<file path="src/hdl/tae_pkg.sv">
// ----------------------------------------------------------------------------
// Thermistor ADC emulator package
// Shared constants and the command and status structs of the block.
// ----------------------------------------------------------------------------
package tae_pkg;

    localparam int TABLE_DEPTH = 64;
    localparam int IDX_W = $clog2(TABLE_DEPTH);
    localparam int CNT_W = IDX_W + 1;

    localparam logic [1:0] KIND_LOAD = 2'd0;
    localparam logic [1:0] KIND_TEMP = 2'd1;
    localparam logic [1:0] KIND_READ = 2'd2;

    localparam logic [1:0] CFG_FAULT = 2'd0;
    localparam logic [1:0] CFG_OVS   = 2'd1;
    localparam logic [1:0] CFG_COUNT = 2'd2;

    localparam logic [2:0] FM_SHORT   = 3'd1;
    localparam logic [2:0] FM_OPEN    = 3'd2;
    localparam logic [2:0] FM_PULLUP  = 3'd3;
    localparam logic [2:0] FM_FERRITE = 3'd4;
    localparam logic [2:0] FM_BOTH    = 3'd5;

    localparam logic [12:0] MV_FULL = 13'd5000;
    // floor(44740*4700*65536/49440)
    localparam logic [63:0] R_UPPER_Q16 = 64'((64'd44740 * 64'd4700 * 64'd65536) / 64'd49440);

    // Command from the controller to the datapath.
    typedef struct packed {
        logic start_read;  // begin a read: latch setup, index zero
        logic fetch;       // issue table read at current index
        logic check;       // compare fetched entry
        logic interp;      // start interpolation divide
        logic scale;       // start scaling (not driven by the controller nor used by the datapath)
        logic finish;      // walk ended with no match: flag out of range
    } cmd_t;

    typedef struct packed {
        logic hit;         // fetched entry is at or below temperature
        logic last;        // index reached count
        logic div_busy;    // arithmetic sequence running
    } stat_t;

endpackage

</file>
<file path="src/hdl/tae_ctrl.sv">
// ----------------------------------------------------------------------------
// Thermistor ADC emulator controller
// Sequences a read: table walk, arithmetic, result hand-off.
// ----------------------------------------------------------------------------
module tae_ctrl (
    input  logic            aclk,
    input  logic            aresetn,
    input  logic            s_tvalid,
    output logic            s_tready,
    input  logic [1:0]      kind,
    input  logic [2:0]      fault_mode,
    output logic            m_tvalid,
    input  logic            m_tready,
    output logic [12:0]     m_mv,
    output logic            m_oor,
    input  logic [12:0]     res_mv,
    input  logic            res_oor,
    output tae_pkg::cmd_t   cmd,
    input  tae_pkg::stat_t  stat
);

    localparam logic [2:0] S_IDLE = 3'd0, S_FETCH = 3'd1, S_WAIT = 3'd2,
                           S_CHECK = 3'd3, S_INTERP = 3'd4, S_ARITH = 3'd5,
                           S_DONE = 3'd6, S_SETTLE = 3'd7;

    logic [2:0] state_reg, state_next;
    logic       vld_reg;
    logic       force_reg;
    logic [12:0] fmv_reg;

    logic accept;
    assign s_tready = (state_reg == S_IDLE) && !vld_reg;
    assign accept   = s_tvalid && s_tready;

    always_comb begin
        state_next = state_reg;
        cmd        = '0;
        unique case (state_reg)
            S_IDLE: begin
                if (accept && kind == tae_pkg::KIND_READ &&
                    fault_mode != tae_pkg::FM_SHORT && fault_mode != tae_pkg::FM_OPEN) begin
                    cmd.start_read = 1'b1;
                    state_next     = S_FETCH;
                end
            end
            S_FETCH: begin
                if (stat.last) begin
                    cmd.finish = 1'b1;
                    state_next = S_SETTLE;
                end else begin
                    cmd.fetch  = 1'b1;
                    state_next = S_WAIT;
                end
            end
            S_WAIT:  state_next = S_CHECK;
            S_CHECK: begin
                cmd.check  = 1'b1;
                state_next = stat.hit ? S_INTERP : S_FETCH;
            end
            S_INTERP: begin
                cmd.interp = 1'b1;
                state_next = S_ARITH;
            end
            S_ARITH: if (!stat.div_busy) state_next = S_DONE;
            S_SETTLE: state_next = S_DONE;
            S_DONE: state_next = S_IDLE;
            default: state_next = S_IDLE;
        endcase
    end

    always_ff @(posedge aclk) begin
        if (!aresetn) begin
            state_reg <= S_IDLE;
            vld_reg   <= 1'b0;
            force_reg <= 1'b0;
        end else begin
            state_reg <= state_next;
            if (m_tvalid && m_tready) vld_reg <= 1'b0;
            if (accept && kind == tae_pkg::KIND_READ &&
                (fault_mode == tae_pkg::FM_SHORT || fault_mode == tae_pkg::FM_OPEN)) begin
                vld_reg   <= 1'b1;
                force_reg <= 1'b1;
                fmv_reg   <= (fault_mode == tae_pkg::FM_OPEN) ? tae_pkg::MV_FULL : 13'd0;
            end
            if (state_reg == S_DONE) begin
                vld_reg   <= 1'b1;
                force_reg <= 1'b0;
            end
        end
    end

    assign m_tvalid = vld_reg;
    assign m_mv     = force_reg ? fmv_reg : res_mv;
    assign m_oor    = force_reg ? 1'b0 : res_oor;

endmodule

</file>
<file path="config.mk">
export PLATFORM = sky130hd
export DESIGN_NAME = tae_ctrl
export DESIGN_NICKNAME = d
export VERILOG_FILES = /design/src/hdl/tae_pkg.sv /design/src/hdl/tae_ctrl.sv
export SDC_FILE = /design/constraint.sdc
export NUM_CORES = 1
export LEC_CHECK = 0
export BUFFER_PORTS_ARGS = -buffer_cell sky130_fd_sc_hd__buf_2
export CAP_MARGIN = 20
export CORE_MARGIN = 10
export CORE_UTILIZATION = 30
export DETAILED_ROUTE_END_ITERATION = 16
export GPL_TIMING_DRIVEN = 0
export PLACE_DENSITY = 0.66
export SETUP_SLACK_MARGIN = 0.1
export SLEW_MARGIN = 25
export SYNTH_ARGS = -nofsm -noshare
export SYNTH_HDL_FRONTEND = slang
export SYNTH_SLANG_ARGS = --single-unit
</file>
<file path="constraint.sdc">
create_clock -name aclk -period 1.51 [get_ports aclk]
set_input_delay 0.0755 -clock aclk [delete_from_list [all_inputs] [get_ports aclk]]
set_output_delay 0.0755 -clock aclk [all_outputs]
set_load 0.05 [all_outputs]
</file>
# Word level (Yosys, flattened, before mapping)
# Cells that the tools add are included.
# classes
eq_ne,14
n_mux,19
n_bitwise,1
n_reduce_logical,14
# op_table
op,count
$mux W13,2
$pmux W3 S8,1
$eq A3 B3 Y1 const B,4
$mux W1,12
$mux W3,4
$eq A3 B2 Y1 const B,3
$logic_and A1 B1 Y1,7
$eq A3 B1 Y1 const B,2
$reduce_and A2 Y1,2
$logic_not A3 Y1,1
$ne A3 B1 Y1 const B,1
$ne A3 B2 Y1 const B,1
$reduce_bool A3 Y1,1
$eq A2 B2 Y1 const B,1
$ne A2 B1 Y1 const B,1
$ne A2 B2 Y1 const B,1
$reduce_or A2 Y1,1
$logic_not A1 Y1,1
$logic_or A1 B1 Y1,1
$not A1 Y1,1
# totals
ff_bits,18
out_inout_bits,22

# Depth between registers and ports, before layout
# Gate-level depths: netlist of the first run.
# logic_depth
depth_word,8
mapped_depth,4

# Least setup slack after synthesis of the first run
# No wires, ideal clock.
# synth_timing
path_type,register -> output
start,reg vld_reg (netlist: m_tvalid)
end,out cmd[5] in the netlist's numbering
arrival_ns,2.495
path_slack_ns,-1.061
stages_incl_launch_ff,3
cell_sequence,dfxtp_1 > nor4_4 > nor3b_1
# synth_rtl
element,line,rtl
from (decl),tae_ctrl.sv:27,logic vld_reg;
from (signal assigned),tae_ctrl.sv:74,vld_reg <= 1'b0;
from (signal assigned),tae_ctrl.sv:78,if (m_tvalid && m_tready) vld_reg <= 1'b0;
from (signal assigned),tae_ctrl.sv:81,vld_reg <= 1'b1;
to (decl),tae_ctrl.sv:18,"output tae_pkg::cmd_t cmd,"

==> results of run 1 <==
## routing by layer
metal	track usage	part of all wire
met4	0.0251	0
met5	0	0
met3	0.0466	0.099
met1	0.0953	0.42
met2	0.156	0.48
## critical path: cells and delay by family, from the launching register on
kind,cells,cell delay (ns)
buf+inv,1,0.18
flops,1,0.33
simple gates,2,0.54
## per-stage QoR
stage	instance area, sq um	TNS [ns]	worst slack (ns)	util
final	1010	0	0.135	0.578
after global routing	1010	0	0.0837	0.578
after CTS	962	0	0.109	0.551
after detailed placement	866	0	0.00162	0.496
after global placement	866	0	0.0891	0.496
after floorplan	604	-0.958	-0.343	-
## cell families (layout without fill, tap and decap cells)
kind of cell / count (synthesis) / count (layout)
DFF: 6 / 6
and+or+nand+nor: 33 / 33
xor gates and xnor gates: 1 / 1
AOI/OAI and AO/OA: 14 / 14
muxes: 1 / 1
other: 1 / 1
buffers and inverters: 12 / 66
## cells in the final DEF, fill, tap and decap left out, drive strengths merged
master	Yosys	layout
nor4	1	1
o21a	2	2
and3b	1	1
nor3b	4	4
nand3b	2	2
and2	1	1
o31a	1	1
buf	3	54
mux2	1	1
and4bb	1	1
nand2	3	3
edfxtp	1	1
inv	7	7
dfxtp	5	5
nor2b	12	12
nor4bb	1	1
nor4b	2	2
xnor2	1	1
a21oi	1	1
nor2	2	2
conb	1	1
clkbuf	2	5
or3	1	1
nor3	2	2
a21boi	1	1
o21ai	8	8
a2111oi	1	1
## layout make-up
class / count / area share
inverters: 7 / 0.0261
flip-flops and latches: 6 / 0.140
clock buffers: 4 / 0.0261
multi-input cells: 50 / 0.421
plain buffers: 5 / 0.0546
well taps: 25 / 0.0310
repair buffers: 50 / 0.301
## power by group through the flow
stage          logic, mW  registers, mW  clock network (mW)
2_1_floorplan      0.515          0.222                   0
3_3_place_gp       0.637          0.223                   0
3_5_place_dp       0.645          0.224                   0
4_1_cts            0.702          0.226               0.174
5_1_grt            0.759          0.238               0.180
6_report           0.714          0.233               0.166
## final timing paths
kind | startpoint | cells past startpoint | end
hold / removal | aresetn | 2 | m_tvalid$_SDFFE_PN0P_
setup / recovery | state_reg[2]$_SDFFE_PN0P_ | 3 | cmd[5]
hold reg to reg | state_reg[0]$_SDFFE_PN0P_ | 3 | state_reg[2]$_SDFFE_PN0P_
setup reg to reg | state_reg[2]$_SDFFE_PN0P_ | 3 | fmv_reg[9]$_DFFE_PP_
## what timing repair did
item / 4_1_cts / 5_1_grt
setup buffers: 1 / 3
gates resized for setup: 21 / 9
endpoints found under the setup margin: 13 / 11
pin swaps: 1 / 3
endpoints found under the hold margin: 0 / 0
==> reports/qor.txt, run 1 <==
status: finished, final reports clean
die area: 0.00397 sq mm
Reg power frac: 0.210
Detailed Routing Iterations Pass 1: 2
endpoints failing setup: 0
Final Hold Viols: 0
Final Power: 1.11 mW
DRC viols: 0
Synth Warn #: 0
port buffer count: 46
cell taking the most area after synthesis: dfxtp_1
Setup Skew: 0.000183 ns
largest net degree at the start of global routing: 11
CP required: 1.43 ns
syn nets: 94
via/cell ratio: 4.51
Worst IR Drop VDD: 0.571 mV
Num CTS Buffers: 3
Final nets: 149
#FFs+latches synth: 6
DRT iter0 DRCs: 25
Hold Path Class: in2reg
simple-gate share of the synthesized area: 0.445
post-DP HPWL: 1590 microns
most frequent cell after synthesis: nor2b_1
Worst setup SP type: flip-flop
Routability Congestion: 0.686
Syn-to-layout area delta: 81.9%
combinational share of power: 0.641
Gate Count Post-Synth: 68
first-pass GRT wire length: 3060 microns
Vias: 663
antenna violations before repair: 0
# IOs: 48
period utilization: 0.910
Synth Area in Compound Gates: 0.165
Clk network pwr share: 0.149
xor and xnor area share after synthesis: 0.0293
deepest clock path buffer count: 2
number of global-route vias before repair: 663
post-route ant nets: 0
Overflow after GRT: 0
Placed Cells: 139
Max Cap Viol: 0
area of the multi-input gates: 424 sq um
Post-Synth Adder-Cell Area: 0
Antenna Cells: 0
library cells used by synthesis: 30
Max Fanout on Critical Path: 3
worst path arrival time: 1.30 ns
Crit-path slowest cell: dfxtp_2
NetSw: 0.517 mW
Global Route Usage Sum: 0.0913
initial core utilization: 0.318
fmax: 727 MHz
critical-path cell list: nor4_4, nor3b_4, buf_6
Synth top area share: 0.181
drt total wl: 1920 microns
Final min period: 1.37 ns
DIE WIDTH: 63.0 microns
hold buffer count at cts: 0
FF+latch area: 141 sq um
post-synthesis mux area share: 0.0203
Internal Power: 0.596 mW
syn_area_per_cell: 8.15 sq um
CP Capture Type: output pin
hold slack: 0.0755 ns
RSZ-0062 raised after global routing: yes
Area contributors post-synth: dfxtp_1 (18%), nor2b_1 (14%), o21ai_0 (7.2%)
EDFF count, synth: 1
die height: 63.0 microns
CTS Sinks: 6
Post-synth top flop: dfxtp_1
Fillers: 180
Finished Layout Cells: 147
sequential-to-total area share from yosys stat: 0.235
TritonCTS clock tree: done
Pwr per Cell Area: 1100 mW/mm^2
clock root cell: clkbuf_4
Netlist Area Pre-Place: 554 sq um
leakage power: 0.490 nW
core area: 0.00175 sq mm
Worst-path clk slew: 0.05 ns
row count: 15
FFs w/ async S/R, synth: 0
synth cell count leaders: nor2b_1 (12), o21ai_0 (8), inv_1 (7), dfxtp_1 (5), nor3b_1 (4)
main combinational cell family by area after synthesis: simple AND/OR/NAND/NOR gates
max reg flops: 3
mean routed wirelength per cell: 13.1 microns
switching part of the total power: 0.464
CTS H-tree lvls: 1
count of pins over their slew limit: 0
R2R Setup Slk: 0.17 ns
critical path class: reg2out
share of layout cells above drive strength 1: 0.615
max incr delay on CP: 0.33 ns
Clock Latency Late Sink: 0.25 ns
Power figures use the tool's default switching activity.
==> run 2, diff against run 1 <==
--- a/config.mk
+++ b/config.mk
@@ -11,9 +11,11 @@
 export CORE_UTILIZATION = 30
 export DETAILED_ROUTE_END_ITERATION = 16
 export GPL_TIMING_DRIVEN = 0
+export HOLD_SLACK_MARGIN = 0.15
 export PLACE_DENSITY = 0.66
+export REMOVE_ABC_BUFFERS = 1
 export SETUP_SLACK_MARGIN = 0.1
-export SLEW_MARGIN = 25
+export SLEW_MARGIN = 40
 export SYNTH_ARGS = -nofsm -noshare
 export SYNTH_HDL_FRONTEND = slang
 export SYNTH_SLANG_ARGS = --single-unit
==> reports/qor.txt, run 2 (synthesis results as in run 1) <==
status: finished, final reports clean
CTS Sinks: 6 (unchanged)
Hold Path Class: in2reg
DRT iter0 DRCs: 33 (+32%)
clock root cell: clkbuf_4
DRC viols: 0 (unchanged)
core area: 0.00175 sq mm (unchanged)
DIE WIDTH: 63.0 microns (unchanged)
CP Capture Type: output pin
worst path arrival time: 1.32 ns (+0.02 ns)
RSZ-0062 raised after global routing: yes
Global Route Usage Sum: 0.0859 (-0.00536)
period utilization: 0.925 (+0.0144)
cell family with most CP delay: simple AND/OR/NAND/NOR gates
die area: 0.00397 sq mm (unchanged)
Num CTS Buffers: 3 (unchanged)
first-pass GRT wire length: 2880 microns (-5.9%)
Final Hold Viols: 0 (unchanged)
Crit-path slowest cell: dfxtp_4
max reg flops: 3 (unchanged)
Detailed Routing Iterations Pass 1: 2 (unchanged)
Syn-to-layout area delta: 67.0%
Max Fanout on Critical Path: 8 (+5)
post-route ant nets: 0 (unchanged)
critical path class: reg2out
Setup Skew: 0.00946 ns (+0.00927 ns)
most frequent cells in the layout: buf_2 (41), nor2b_1 (12), o21ai_0 (8)
Vias: 667 (+0.60%)
leakage power: 0.453 nW (-7.6%)
# IOs: 48 (unchanged)
CTS H-tree lvls: 1 (unchanged)
Buf/Inv on CP: 1 (unchanged)
drt total wl: 1840 microns (-4.2%)
Worst setup SP type: flip-flop
Fillers: 186 (+3.3%)
max incr delay on CP: 0.37 ns (+0.04 ns)
Finished Core Util: 0.530 (-0.0473)
Overflow after GRT: 0 (unchanged)
row count: 15 (unchanged)
post-place setup slack: -0.0109 ns (-0.0125 ns)
endpoints failing setup: 0 (unchanged)
fmax: 716 MHz (-1.6%)
R2R Setup Slk: 0.14 ns (-0.03 ns)
share of layout cells above drive strength 1: 0.542 (-0.0731)
mean routed wirelength per cell: 12.7 microns (-2.8%)
antenna violations before repair: 0 (unchanged)
count of pins over their slew limit: 0 (unchanged)
Worst IR Drop VDD: 0.602 mV (+5.4%)
number of global-route vias before repair: 620 (-6.5%)
Routability Congestion: 0.668 (-2.7%)
Worst-path clk slew: 0.05 ns (about the same)
Clock Latency Late Sink: 0.25 ns (about the same)
via/cell ratio: 4.60 (+2.0%)
post-DP HPWL: 1450 microns (-9.2%)
Max Cap Viol: 0 (unchanged)
Antenna Cells: 0 (unchanged)
deepest clock path buffer count: 2 (unchanged)
die height: 63.0 microns (unchanged)
commonest non-fill, non-tap cell in the layout: buf_2
Final min period: 1.40 ns (+0.0218 ns)
CP required: 1.43 ns (about the same)
hold slack: 0.166 ns (+0.0906 ns)
initial core utilization: 0.318 (unchanged)
port buffer count: 46 (unchanged)
TritonCTS clock tree: done
Pwr per Cell Area: 1130 mW/mm^2 (+2.7%)
final setup margin: 0.113 ns (-0.0218 ns)
critical-path cell list: nor4_4, nor3b_2, buf_6
largest net degree at the start of global routing: 17 (+6)
Final nets: 147 (-1.3%)
==> run 2: changes by cell type in the layout (fill, tap and decap cells not counted), sizes merged <==
cell	previous run	this run
buf	54	49
dlygate4sd3	0	3
==> run 2: final cells by class <==
cell class / count / area [sq um] / share of cell area
well taps: 25 / 31.3 / 0.0338
repair buffers: 53 / 319 / 0.345
clock buffers: 4 / 26.3 / 0.0284
inverters: 7 / 26.3 / 0.0284
multi-input cells: 50 / 380 / 0.411
flip-flops and latches: 6 / 143 / 0.154
==> run 2: where the power goes <==
group	internal [mW]	switching [mW]	total (mW)
Sequential	0.198	0.0682	0.267
Combinational	0.258	0.357	0.616
Clock	0.101	0.0662	0.167
Total	0.558	0.492	1.05
==> run 2: worst min-delay path: cells and delay by family <==
kind / cells / cell delay (ns)
AO/OA/AOI/OAI: 1 / 0.12
AND/OR/NAND/NOR: 1 / 0.10
buffers and inverters: 1 / 0.09
==> run 2: through the flow <==
stage	instance area [sq um]	setup TNS, ns	instances	power (mW)
final	926	0	145	1.05
after global routing	926	0	145	1.12
after CTS	890	0	143	1.02
after detailed placement	787	-0.0109	134	0.793
after global placement	787	-0.00317	134	0.786
after floorplan	526	-5.14	63	0.666
==> run 2: path summary, 6_finish.rpt <==
path | from | endpoint | cells after the start
min | m_tready | m_tvalid$_SDFFE_PN0P_ | 3
min reg2reg | force_reg$_SDFFE_PP0P_ | force_reg$_SDFFE_PP0P_ | 1
max | state_reg[0]$_SDFFE_PN0P_ | cmd[5] | 3
max reg2reg | state_reg[0]$_SDFFE_PN0P_ | fmv_reg[9]$_DFFE_PP_ | 3
==> run 2: routing by layer <==
| metal | routed length (microns) | track usage | vias up |
|---|---|---|---|
| met5 | 0 | 0 | - |
| met1 | 788 | 0.0954 | 289 |
| met4 | 0 | 0 | 0 |
| met3 | 257 | 0.0627 | 0 |
| li1 | - | - | 337 |
| met2 | 794 | 0.137 | 41 |
==> run 2: repair_timing <==
action                                 in CTS  in global routing
endpoints found under the hold margin       3                  0
gates cloned                                0                  0
resized for setup                           8                 10
setup endpoints to repair                  12                 10
pin swaps                                   1                  2
buffers inserted                            2                  2
hold buffers                                3                  0
==> run 3, diff against run 2 <==
--- a/config.mk
+++ b/config.mk
@@ -9,6 +9,7 @@
 export CAP_MARGIN = 20
 export CORE_MARGIN = 10
 export CORE_UTILIZATION = 30
+export CTS_BUF_LIST = sky130_fd_sc_hd__clkbuf_4 sky130_fd_sc_hd__clkbuf_8 sky130_fd_sc_hd__clkbuf_16
 export DETAILED_ROUTE_END_ITERATION = 16
 export GPL_TIMING_DRIVEN = 0
 export HOLD_SLACK_MARGIN = 0.15
==> reports/qor.txt, run 3 (synthesis results as in run 1) <==
mean routed wirelength per cell: 12.7 microns (+0.11%)
die area: 0.00397 sq mm (unchanged)
hold slack: 0.168 ns (+0.00148 ns)
post-place setup slack: -0.0109 ns (unchanged)
Worst-path clk slew: 0.06 ns (about the same)
endpoints failing setup: 0 (unchanged)
first-pass GRT wire length: 2880 microns (unchanged)
Routability Congestion: 0.668 (unchanged)
Area after DPL: 787 sq um (unchanged)
CTS H-tree lvls: 1 (unchanged)
die height: 63.0 microns (unchanged)
Crit-path slowest cell: dfxtp_4
Max Fanout on Critical Path: 8 (unchanged)
number of global-route vias before repair: 620 (unchanged)
period utilization: 0.923 (-0.00137)
TritonCTS clock tree: done
port buffer count: 46 (unchanged)
initial core utilization: 0.318 (unchanged)
final instance area: 930 sq um (+0.41%)
Clock Latency Late Sink: 0.25 ns (about the same)
critical path class: reg2out
antenna violations before repair: 0 (unchanged)
row count: 15 (unchanged)
Pwr per Cell Area: 1150 mW/mm^2 (+1.3%)
DRT iter0 DRCs: 33 (unchanged)
CP Capture Type: output pin
worst path arrival time: 1.32 ns (about the same)
CP required: 1.43 ns (about the same)
Final Hold Viols: 0 (unchanged)
DIE WIDTH: 63.0 microns (unchanged)
RSZ-0062 raised after global routing: yes
count of pins over their slew limit: 0 (unchanged)
Hold Path Class: in2reg
Final nets: 147 (unchanged)
DRC viols: 0 (unchanged)
drt total wl: 1840 microns (+0.11%)
Syn-to-layout area delta: 67.7%
critical-path cell list: nor4_4, nor3b_2, buf_6
Detailed Routing Iterations Pass 1: 2 (unchanged)
# IOs: 48 (unchanged)
leakage power: 0.456 nW (+0.75%)
Worst IR Drop VDD: 0.572 mV (-5.0%)
Setup Skew: 0.0108 ns (+0.00131 ns)
Final Power: 1.07 mW (+1.7%)
Antenna Cells: 0 (unchanged)
clock root cell: clkbuf_4
Global Route Usage Sum: 0.0859 (unchanged)
most frequent cells in the layout: buf_2 (41), nor2b_1 (12), o21ai_0 (8)
final setup margin: 0.116 ns (+0.00207 ns)
Vias: 661 (-0.90%)
core area: 0.00175 sq mm (unchanged)
max incr delay on CP: 0.37 ns (about the same)
CTS Sinks: 6 (unchanged)
Final TNS setup: 0 ns (unchanged)
Overflow after GRT: 0 (unchanged)
Worst setup SP type: flip-flop
max reg flops: 3 (unchanged)
share of layout cells above drive strength 1: 0.550 (+0.00833)
Max Cap Viol: 0 (unchanged)
post-DP HPWL: 1450 microns (unchanged)
via/cell ratio: 4.56 (-0.90%)
deepest clock path buffer count: 2 (unchanged)
largest net degree at the start of global routing: 17 (unchanged)
post-route ant nets: 0 (unchanged)
fmax: 717 MHz (+0.15%)
Final min period: 1.39 ns (-0.00208 ns)
Num CTS Buffers: 3 (unchanged)
commonest non-fill, non-tap cell in the layout: buf_2
status: finished, final reports clean
## run 3: worst paths after layout
| path | startpoint | to | slack [ns] | cells after the start |
|---|---|---|---|---|
| max | state_reg[0]$_SDFFE_PN0P_ | cmd[5] | 0.12 | 3 |
| min | m_tready | m_tvalid$_SDFFE_PN0P_ | 0.17 | 3 |
| max reg2reg | state_reg[0]$_SDFFE_PN0P_ | fmv_reg[9]$_DFFE_PP_ | 0.15 | 3 |
| min reg2reg | force_reg$_SDFFE_PP0P_ | force_reg$_SDFFE_PP0P_ | 0.58 | 1 |
## run 3: metal layers
metal / share of wire / up-vias / track usage
met4: 0 / 0 / 0
met3: 0.13 / 0 / 0.0627
met2: 0.43 / 39 / 0.137
li1: - / 336 / -
met1: 0.44 / 286 / 0.0954
met5: 0 / - / 0
## run 3: layout make-up
type,count,area (sq um)
flip-flops and latches,6,143
clock buffers,4,30.0
well taps,25,31.3
multi-input cells,50,380
fillers,184,816
inverters,7,26.3
repair buffers,53,319
## run 3: stage by stage
| step | std cells | util |
|---|---|---|
| 3_5_place_dp | 134 | 0.451 |
| 3_3_place_gp | 134 | 0.451 |
| 6_report | 145 | 0.533 |
| 2_1_floorplan | 63 | - |
| 4_1_cts | 143 | 0.512 |
| 5_1_grt | 145 | 0.533 |
## run 3: critical path, delay by kind of cell (launching register included)
kind / cells / cell delay (ns)
buf+inv: 1 / 0.18
simple gates: 2 / 0.53
flops: 1 / 0.37
## run 3: report_power, final
group	total, mW	internal (mW)	switching (mW)
clock	0.185	0.119	0.0663
combinational	0.616	0.258	0.357
sequential	0.267	0.198	0.0684
total	1.07	0.575	0.492
## run 3: timing repair
action,in CTS,in global routing
hold endpoints to repair,3,0
pin swaps,1,2
hold buffers,3,0
setup endpoints to repair,12,10
resized for setup,8,10
buffers inserted,2,2
